<file path="config.mk">
export PLATFORM = sky130hd
export DESIGN_NAME = uid_whitelist_table_top
export DESIGN_NICKNAME = d
export VERILOG_FILES = /design/src/uwt_pkg.sv /design/src/uwt_ctrl.sv /design/src/uwt_datapath.sv /design/src/uid_whitelist_table_top.sv
export SDC_FILE = /design/constraint.sdc
export NUM_CORES = 1
export LEC_CHECK = 0
export ABC_AREA = 1
export BUFFER_PORTS_ARGS = -buffer_cell sky130_fd_sc_hd__buf_2
export CAP_MARGIN = 0
export CORE_MARGIN = 2
export CORE_UTILIZATION = 60
export CTS_BUF_LIST = sky130_fd_sc_hd__clkbuf_4 sky130_fd_sc_hd__clkbuf_8
export DETAILED_ROUTE_END_ITERATION = 10
export PLACE_DENSITY = 0.77
export SLEW_MARGIN = 0
export SYNTH_ARGS = -nofsm -noshare
export SYNTH_HDL_FRONTEND = slang
export SYNTH_HIERARCHICAL = 1
export SYNTH_SLANG_ARGS = --single-unit
</file>
<file path="constraint.sdc">
create_clock -name clk -period 5.95 [get_ports clk]
set_input_delay 1.19 -clock clk [delete_from_list [all_inputs] [get_ports clk]]
set_output_delay 1.19 -clock clk [all_outputs]
set_load 0.05 [all_outputs]
</file>
<file path="src/uwt_pkg.sv">
`timescale 1ns / 1ps
// ----------------------------------------------------------------------------
// uwt_pkg
// Shared constants, types and helpers for the identifier whitelist table.
// ----------------------------------------------------------------------------
package uwt_pkg;

    // Table size defaults and field widths.
    localparam int DEF_TABLE_ENTRIES = 16;
    localparam int FUNC_W   = 2;
    localparam int ID_W     = 32;
    localparam int STATUS_W = 3;
    localparam int SLOT_W   = 4;

    // Operation codes.
    localparam logic [FUNC_W-1:0] FUNC_CHECK  = 2'd0;
    localparam logic [FUNC_W-1:0] FUNC_ADD    = 2'd1;
    localparam logic [FUNC_W-1:0] FUNC_DELETE = 2'd2;

    // Result status codes.
    localparam logic [STATUS_W-1:0] ST_NOT_FOUND = 3'd0;
    localparam logic [STATUS_W-1:0] ST_FOUND     = 3'd1;
    localparam logic [STATUS_W-1:0] ST_ADDED     = 3'd2;
    localparam logic [STATUS_W-1:0] ST_FULL      = 3'd3;
    localparam logic [STATUS_W-1:0] ST_DELETED   = 3'd4;

    // Value that an erased slot holds.
    localparam logic [ID_W-1:0] ID_ERASED = 32'hFFFF_FFFF;

    // Commands from the controller to the datapath.
    typedef struct packed {
        logic load;     // latch the request and clear the scan state
        logic compare;  // evaluate the entry read at the current index
        logic advance;  // step the scan index
        logic commit;   // update the table and register the result word
    } uwt_cmd_t;

    // Status from the datapath to the controller.
    typedef struct packed {
        logic last;     // scan index sits on the final entry
    } uwt_stat_t;

    // A slot is empty when every byte is 0x00 or 0xFF.
    function automatic logic slot_is_empty(input logic [ID_W-1:0] v);
        logic empty;
        empty = 1'b1;
        for (int k = 0; k < 4; k++) begin
            if (v[8*k +: 8] != 8'h00 && v[8*k +: 8] != 8'hFF) begin
                empty = 1'b0;
            end
        end
        return empty;
    endfunction

endpackage

</file>
<file path="src/uwt_ctrl.sv">
`timescale 1ns / 1ps
// ----------------------------------------------------------------------------
// uwt_ctrl
// Sequencer that walks the table entry by entry (read state, then compare state) and commits.
// ----------------------------------------------------------------------------
module uwt_ctrl
    import uwt_pkg::*;
(
    input  logic      clk,
    input  logic      rst_n,
    input  logic      start,
    input  uwt_stat_t stat,
    output uwt_cmd_t  cmd,
    output logic      busy
);

    localparam logic [1:0] S_IDLE   = 2'd0;
    localparam logic [1:0] S_READ   = 2'd1;
    localparam logic [1:0] S_CMP    = 2'd2;
    localparam logic [1:0] S_COMMIT = 2'd3;

    logic [1:0] state_reg;
    logic [1:0] state_next;

    // Next state and command decode.
    always_comb
    begin
        state_next = state_reg;
        cmd        = '0;
        unique case (state_reg)
            S_IDLE:
            begin
                if (start)
                begin
                    cmd.load   = 1'b1;
                    state_next = S_READ;
                end
            end
            S_READ:
            begin
                state_next = S_CMP;
            end
            S_CMP:
            begin
                cmd.compare = 1'b1;
                if (stat.last)
                begin
                    state_next = S_COMMIT;
                end
                else
                begin
                    cmd.advance = 1'b1;
                    state_next  = S_READ;
                end
            end
            S_COMMIT:
            begin
                cmd.commit = 1'b1;
                state_next = S_IDLE;
            end
            default:
            begin
                state_next = S_IDLE;
            end
        endcase
    end

    // State register.
    always_ff @(posedge clk or negedge rst_n)
    begin
        if (!rst_n)
        begin
            state_reg <= S_IDLE;
        end
        else
        begin
            state_reg <= state_next;
        end
    end

    assign busy = (state_reg != S_IDLE);

endmodule

</file>
<file path="src/uwt_datapath.sv">
`timescale 1ns / 1ps
// ----------------------------------------------------------------------------
// uwt_datapath
// Identifier store, scan index, match tracking and result registers.
// ----------------------------------------------------------------------------
module uwt_datapath
    import uwt_pkg::*;
#(
    parameter int TABLE_ENTRIES = DEF_TABLE_ENTRIES
)
(
    input  logic                clk,
    input  logic                rst_n,
    input  uwt_cmd_t            cmd,
    input  logic [FUNC_W-1:0]   func,
    input  logic [ID_W-1:0]     card_id,
    output uwt_stat_t           stat,
    output logic                done,
    output logic [STATUS_W-1:0] status,
    output logic [SLOT_W-1:0]   slot
);

    localparam int IDX_W = (TABLE_ENTRIES > 1) ? $clog2(TABLE_ENTRIES) : 1;
    localparam logic [IDX_W-1:0] IDX_LAST = IDX_W'(TABLE_ENTRIES - 1);

    // Storage: data array plus a valid bit per entry; invalid reads as erased.
    logic [ID_W-1:0]          id_mem [TABLE_ENTRIES];
    logic [TABLE_ENTRIES-1:0] valid_reg;
    logic [ID_W-1:0]          rd_data_reg;
    logic                     rd_valid_reg;

    // Request and scan state.
    logic [FUNC_W-1:0] func_reg;
    logic [ID_W-1:0]   id_reg;
    logic [IDX_W-1:0]  idx_reg;
    logic              hit_reg;
    logic [IDX_W-1:0]  hit_idx_reg;
    logic              free_reg;
    logic [IDX_W-1:0]  free_idx_reg;

    // Result word.
    logic                done_reg;
    logic [STATUS_W-1:0] status_reg;
    logic [SLOT_W-1:0]   slot_reg;
    logic [STATUS_W-1:0] status_next;
    logic [IDX_W-1:0]    slot_idx_next;
    logic                slot_used_next;
    logic [IDX_W+SLOT_W-1:0] slot_ext;

    logic [ID_W-1:0] entry;
    logic            wr_add;
    logic            wr_del;

    assign entry     = rd_valid_reg ? rd_data_reg : ID_ERASED;
    assign stat.last = (idx_reg == IDX_LAST);

    // Result decode from the scan outcome.
    always_comb
    begin
        status_next    = ST_NOT_FOUND;
        slot_idx_next  = '0;
        slot_used_next = 1'b0;
        wr_add         = 1'b0;
        wr_del         = 1'b0;
        unique case (func_reg)
            FUNC_CHECK:
            begin
                if (hit_reg)
                begin
                    status_next    = ST_FOUND;
                    slot_idx_next  = hit_idx_reg;
                    slot_used_next = 1'b1;
                end
            end
            FUNC_ADD:
            begin
                if (hit_reg)
                begin
                    status_next    = ST_FOUND;
                    slot_idx_next  = hit_idx_reg;
                    slot_used_next = 1'b1;
                end
                else if (free_reg)
                begin
                    status_next    = ST_ADDED;
                    slot_idx_next  = free_idx_reg;
                    slot_used_next = 1'b1;
                    wr_add         = 1'b1;
                end
                else
                begin
                    status_next = ST_FULL;
                end
            end
            FUNC_DELETE:
            begin
                if (hit_reg)
                begin
                    status_next    = ST_DELETED;
                    slot_idx_next  = hit_idx_reg;
                    slot_used_next = 1'b1;
                    wr_del         = 1'b1;
                end
            end
            default:
            begin
                status_next = ST_NOT_FOUND;
            end
        endcase
    end

    // Slot field carries the low bits of the index, zero when none is used.
    assign slot_ext = {{SLOT_W{1'b0}}, (slot_used_next ? slot_idx_next : {IDX_W{1'b0}})};

    // Data array: written on commit of an add, read at the scan index.
    always_ff @(posedge clk)
    begin
        if (cmd.commit && wr_add)
        begin
            id_mem[free_idx_reg] <= id_reg;
        end
        rd_data_reg <= id_mem[idx_reg];
    end

    // Valid bits clear at reset so every entry starts erased.
    always_ff @(posedge clk or negedge rst_n)
    begin
        if (!rst_n)
        begin
            valid_reg    <= '0;
            rd_valid_reg <= 1'b0;
        end
        else
        begin
            rd_valid_reg <= valid_reg[idx_reg];
            if (cmd.commit && wr_add)
            begin
                valid_reg[free_idx_reg] <= 1'b1;
            end
            if (cmd.commit && wr_del)
            begin
                valid_reg[hit_idx_reg] <= 1'b0;
            end
        end
    end

    // Request capture and scan tracking.
    always_ff @(posedge clk or negedge rst_n)
    begin
        if (!rst_n)
        begin
            idx_reg  <= '0;
            hit_reg  <= 1'b0;
            free_reg <= 1'b0;
            func_reg <= FUNC_CHECK;
        end
        else if (cmd.load)
        begin
            idx_reg  <= '0;
            hit_reg  <= 1'b0;
            free_reg <= 1'b0;
            func_reg <= func;
        end
        else
        begin
            if (cmd.compare)
            begin
                if (!hit_reg && entry == id_reg)
                begin
                    hit_reg <= 1'b1;
                end
                if (!free_reg && slot_is_empty(entry))
                begin
                    free_reg <= 1'b1;
                end
            end
            if (cmd.advance)
            begin
                idx_reg <= idx_reg + 1'b1;
            end
        end
    end

    // Payload registers for the request and the found indexes.
    always_ff @(posedge clk)
    begin
        if (cmd.load)
        begin
            id_reg <= card_id;
        end
        if (cmd.compare && !hit_reg && entry == id_reg)
        begin
            hit_idx_reg <= idx_reg;
        end
        if (cmd.compare && !free_reg && slot_is_empty(entry))
        begin
            free_idx_reg <= idx_reg;
        end
        if (cmd.commit)
        begin
            status_reg <= status_next;
            slot_reg   <= slot_ext[SLOT_W-1:0];
        end
    end

    // Result strobe.
    always_ff @(posedge clk or negedge rst_n)
    begin
        if (!rst_n)
        begin
            done_reg <= 1'b0;
        end
        else
        begin
            done_reg <= cmd.commit;
        end
    end

    assign done   = done_reg;
    assign status = status_reg;
    assign slot   = slot_reg;

endmodule

</file>
<file path="src/uid_whitelist_table_top.sv">
`timescale 1ns / 1ps
// ----------------------------------------------------------------------------
// uid_whitelist_table_top
// Card identifier whitelist with check, add and delete requests.
// ----------------------------------------------------------------------------
// Usage:
//   A request word (func, card_id) is taken at a rising edge where start is
//   high and busy is low. busy stays high while the request is worked on.
//   The block scans every slot from 0 upward, with a read state then a compare
//   state per slot, tracking the lowest matching slot and the lowest empty
//   slot in a single pass. A final commit state then updates the store.
//   The result word (status, slot) is valid while done is high, which is
//   for exactly one cycle; busy is already low in that cycle, so the next
//   request may be taken at the same edge that takes the result.
//   The store has a single read port and is scanned one slot at a time;
//   one request is in flight at a time.
//   The receiver cannot stall; it must take the result in the done cycle.
//   Reset clears every valid bit, so all slots read as erased (all ones)
//   right away, with no clearing pass.
// ----------------------------------------------------------------------------
module uid_whitelist_table_top
    import uwt_pkg::*;
#(
    parameter int TABLE_ENTRIES = DEF_TABLE_ENTRIES
)
(
    input  logic                clk,
    input  logic                rst_n,
    input  logic                start,
    output logic                busy,
    input  logic [FUNC_W-1:0]   func,
    input  logic [ID_W-1:0]     card_id,
    output logic                done,
    output logic [STATUS_W-1:0] status,
    output logic [SLOT_W-1:0]   slot
);

    uwt_cmd_t  cmd;
    uwt_stat_t stat;

    // Sequencer.
    uwt_ctrl u_ctrl (
        .clk   (clk),
        .rst_n (rst_n),
        .start (start),
        .stat  (stat),
        .cmd   (cmd),
        .busy  (busy)
    );

    // Store and scan datapath.
    uwt_datapath #(
        .TABLE_ENTRIES (TABLE_ENTRIES)
    ) u_datapath (
        .clk     (clk),
        .rst_n   (rst_n),
        .cmd     (cmd),
        .func    (func),
        .card_id (card_id),
        .stat    (stat),
        .done    (done),
        .status  (status),
        .slot    (slot)
    );

    // A result is only shown once the sequencer has gone back to idle.
    assert property (@(posedge clk) disable iff (!rst_n) done |-> !busy)
        else $error("result strobe while sequencer busy");

    // An accepted request keeps the block busy in the next cycle.
    assert property (@(posedge clk) disable iff (!rst_n) (start && !busy) |=> busy)
        else $error("accepted request did not raise busy");

    // Outcomes that use no slot report slot zero.
    assert property (@(posedge clk) disable iff (!rst_n)
        (done && (status == ST_NOT_FOUND || status == ST_FULL)) |-> (slot == '0))
        else $error("unused slot field is not zero");

    // No strobe unless busy was high just before it, as in the commit state.
    assert property (@(posedge clk) disable iff (!rst_n) done |-> $past(busy))
        else $error("result strobe without preceding work");

endmodule
</file>
# ---- Yosys cells after proc, flatten, opt, wreduce, memory -nomap -nowiden
# Memories as Yosys holds them, arrays and structs flattened. A register that Yosys moved wholly into a read port is not among the register bits.
# Cells that the tools add are included.
dict set report word_totals {
  elab_cells 114
  reg_bits 75
  out_inout_bits 9
  mem_count 1
  ram_bits 512
  input_bits 37
}
dict set report classes {
  n_reduce_logical 30
  n_eq_ne 12
  addsub 1
  order_cmp 5
  mux 49
  bitwise 3
}
# memory depth width rd rd_clocked_by_memory_dff wr line
set memory_table {}
lappend memory_table {u_datapath.id_mem 16 32 1 1 1 uwt_datapath.sv:27} ;# logic [ID_W-1:0] id_mem [TABLE_ENTRIES];
# operator count
set op_table {}
lappend op_table {{$eq 32x32->1} 1}
lappend op_table {{$mux 16} 2}
lappend op_table {{$mux 32} 1}
lappend op_table {{$ne 8x8->1 const B} 4}
lappend op_table {{$reduce_bool 8->1} 4}
lappend op_table {{$mux 1} 29}
lappend op_table {{$mux 4} 5}
lappend op_table {{$and 16x16->16} 1}
lappend op_table {{$not 16->16} 1}
lappend op_table {{$or 16x16->16} 1}
lappend op_table {{$lt 4x5->1 const B} 3}
lappend op_table {{$logic_and 1x1->1} 14}
lappend op_table {{$reduce_bool 2->1} 5}
lappend op_table {{$pmux 3 s3} 1}
lappend op_table {{$demux 1 s4} 2}
lappend op_table {{$ge 4x1->1 const B} 2}
lappend op_table {{$pmux 2 s4} 1}
lappend op_table {{$pmux 4 s2} 1}
lappend op_table {{$eq 2x2->1 const B} 3}
lappend op_table {{$mux 2} 3}
lappend op_table {{$mux 3} 2}
lappend op_table {{$add 4x1->4 const B} 1}
lappend op_table {{$bmux 1 s4} 1}
lappend op_table {{$eq 2x1->1 const B} 2}
lappend op_table {{other kinds (7)} 10}

# ---- Longest topological paths before layout
dict set report depth {
  word_depth 13
  mapped_depth 13
  depth_no_buf 13
}

# ---- Hierarchy
# The synthesis kept the hierarchy.
# mod cells_per_inst seq_area_each_um2 n_inst area_per_inst_um2
set by_module_without_submodules {}
lappend by_module_without_submodules {uwt_datapath 1907 18077.3 1 24307.1}
lappend by_module_without_submodules {uwt_ctrl 16 50.0 1 110.1}

# ---- Worst setup path after synthesis
# Ideal clock, no wire load.
dict set report synth_timing {
  path_type {input -> register}
  startpoint {in start}
  endpoint {reg u_datapath.idx_reg[3]}
  arrival_time_ns 3.119
  cell_stages 5
  n_path_buf 1
  path_slack_ns 2.712
  setup_ns 0.119
  path_cell_list {inv_1 nor2_1 clkbuf_1 a21oi_1 o21a_1}
}
# element line
set synth_lines {}
lappend synth_lines {{start: declaration} uid_whitelist_table_top.sv:29} ;# input logic start,
lappend synth_lines {{end signal: assignment} uwt_datapath.sv:179} ;# idx_reg <= idx_reg + 1'b1;
lappend synth_lines {{end: declaration} uwt_datapath.sv:35} ;# logic [IDX_W-1:0] idx_reg;

==> metrics.yaml <==
worst_setup_path:
  required_ns: 6.48
  end_kind: "register"
  path_max_fanout: 68
  crit_type: "reg2reg"
  slowest_delay_ns: 1.05
  arrival_ns: 4.04
  cp-start-kind: "register"
  crit_slowest_cell: "clkinv_2"
  cp_cell_sequence: "clkinv_2 > buf_4 > o21ai_0 > o221ai_1 > o211ai_1 > o21ai_1"
global_route:
  grt_pass1_vias: 15437
  antenna_found_initial: 0
  track_usage_pct: 27.9
  grt_pass1_wl_um: 87600
  grt_max_degree: 205
  gr-total-overflow: 0
die:
  die_h_um: 206
  start_util_pct: 61.2
  core_area_um2: 39900
  rows: 73
  die_area_um2: 42300
  io_pins: 46
  fp.dieW_um: 206
sta:
  clock_skew_ns: 0.0298
  period_share_pct: 59.1
  rsz0062_at_grt: "false"
  slew-limit-headroom_pct: 23.1
  hold_viol_final: 0
  fin_crit_ns: 3.51
  slew_viol_final: 0
  fin_tns_setup_ns: 0
  finalSetupViolations: 0
  fmax_ghz: 0.285
  max_slew.worst_pin.slew_ns: 1.15
synthesis:
  ys_types: 38
  synth_area_um2: 24400
  syn_nets: 1961
  avgSynthCellArea_um2: 12.7
  ys.warnings.count: 6
  synth-seq-cells: 619
  synth_cells: 1923
  ys_seq_area_share_pct: 74.2
cts:
  cts_buffers: 96
  post_cts_buffers: 0
  cts_tree: "done"
  clk_latency_ns: 0.66
  cts.repair.resized: 0
  clockRootBuffer: "clkbuf_8"
  htree_num_levels: 3
  clk_pin_slew_ns: 0.06
  clock_sinks: 619
  hold_buffers: 0
  clockBufferDepth: 3
detailed_routing:
  firstDrtPassIters: 6
  viasPerCell: 6.16
  drt.antenna.violating_nets: 0
  drt_drc_violations_left: 0
  drtIter0Drc: 1788
  wl_met3_um: 5830
  vias: 15914
  dr.max_layer_used: "met4"
  wl_um: 57900
  wire_per_inst_um: 22.4
  wl_met1_um: 22600
  met2_length_um: 27600
power_and_ir_drop:
  ir_drop_uv: 307
  power_density_nw_per_um2: 454
  leakagePower_uw: 0.00930
cells_and_area:
  most-common-layout-cells: "edfxtp_1 (559), nor2_1 (354), o21ai_0 (285), nand2_1 (127), clkbuf_8 (112)"
  final_common_cell: "edfxtp_1"
  drive_gt1_share_pct: 13.0
  final_area_um2: 27000
  largest_reg_flops: 512
  multi_input_area_um2: 5430
  antenna_cells: 0
  final-seq-area_um2: 18100
  finalNetCount: 2015
  n_fill_cell: 2685
  area_growth_pct: 10.8
placement:
  place_area_um2: 25000
  place_hpwl_um: 28400
  port-buffer-count: 45
  place.gp.congestion: 0.829
min_path:
  hold_path.class: "reg2reg"
outcome:
  outcome: "complete, no violations"
flow_run:
  cap_violations: 0
## critical path: cells and delay by family (launching register included)
| family | cells | cell delay [ns] |
|---|---|---|
| AOI/OAI and AO/OA | 4 | 0.61 |
| DFF | 1 | 0.96 |
| buffers and inverters | 2 | 1.76 |
## cell type report
class	instances	share of cell area, %
clock buffers	134	6.31
clock inverters	45	1.25
inverters	89	1.26
multi-input cells	1099	20.1
flip-flops and latches	619	67.1
well taps	525	2.43
repair buffers	72	1.63
## report_power, final
part	total, uW	internal, uW	switching [uW]
registers	5440	5010	427
clock network	3680	2070	1610
logic	3170	984	2180
## metal layers
metal  vias to the layer above  track usage (%)
li1                       7157                -
met1                      7709             38.4
met2                       888             44.4
met3                       160             4.93
met4                         0             12.2
met5                         -                0
## worst paths after layout
check	startpoint	endpoint	slack (ns)	cells past startpoint
max	u_datapath/idx_reg[1]	u_datapath/rd_data_reg[19]	2.44	6
min in group asynchronous	rst_n	u_datapath/func_reg[0]	0.56	1
max in group asynchronous	rst_n	u_datapath/idx_reg[2]	4.90	1
max reg2reg	u_datapath/idx_reg[1]	u_datapath/rd_data_reg[19]	2.44	6
min reg2reg	u_datapath/valid_reg[9]	u_datapath/valid_reg[9]	0.50	2
min	u_datapath/valid_reg[9]	u_datapath/valid_reg[9]	0.50	2
## through the flow
| stage | power, uW | utilization (%) | hold slack [ns] | cells | worst slack (ns) |
|---|---|---|---|---|---|
| 6_report | 12300 | 67.8 | 0.503 | 2583 | 2.44 |
| 5_1_grt | 12900 | 67.8 | 0.538 | 2583 | 2.34 |
| 3_5_place_dp | 8620 | 62.6 | 0.487 | 2404 | 2.58 |
| 4_1_cts | 12300 | 67.8 | 0.503 | 2583 | 2.54 |
| 2_1_floorplan | 7840 | - | 0.440 | 1923 | 2.71 |
| 3_3_place_gp | 8500 | 62.6 | 0.477 | 2404 | 2.65 |
## synthesized netlist by cell type (all sizes together)
master	instances	area [um2]
o21a	1	7.51
dfxtp	32	641
dfrtp	28	701
o22a	1	8.76
or2	1	6.26
clkinv	1	3.75
nand4	3	18.8
nand3	38	190
edfxtp	559	16800
o22ai	92	576
clkbuf	57	216
a31oi	6	37.5
a21oi	16	80.1
o32ai	1	8.76
nand3b	11	82.6
o211ai	24	180
a211oi	1	7.51
xnor2	2	17.5
inv	88	333
o21ai	341	1710
o221ai	43	383
ha	1	12.5
buf	59	435
nor3	14	75.1
nand2	129	489
xor2	1	8.76
nor2	373	1410
## cells by family after synthesis
logic type               synth area share (%)
buffers and inverters                    4.05
flip-flops                               74.2
XOR/XNOR                                0.108
AND/OR/NAND/NOR                          9.29
AO/OA/AOI/OAI                            12.3
adder cells (fa/ha/maj)                0.0512
No activity file was read; power rests on OpenSTA's default activity.
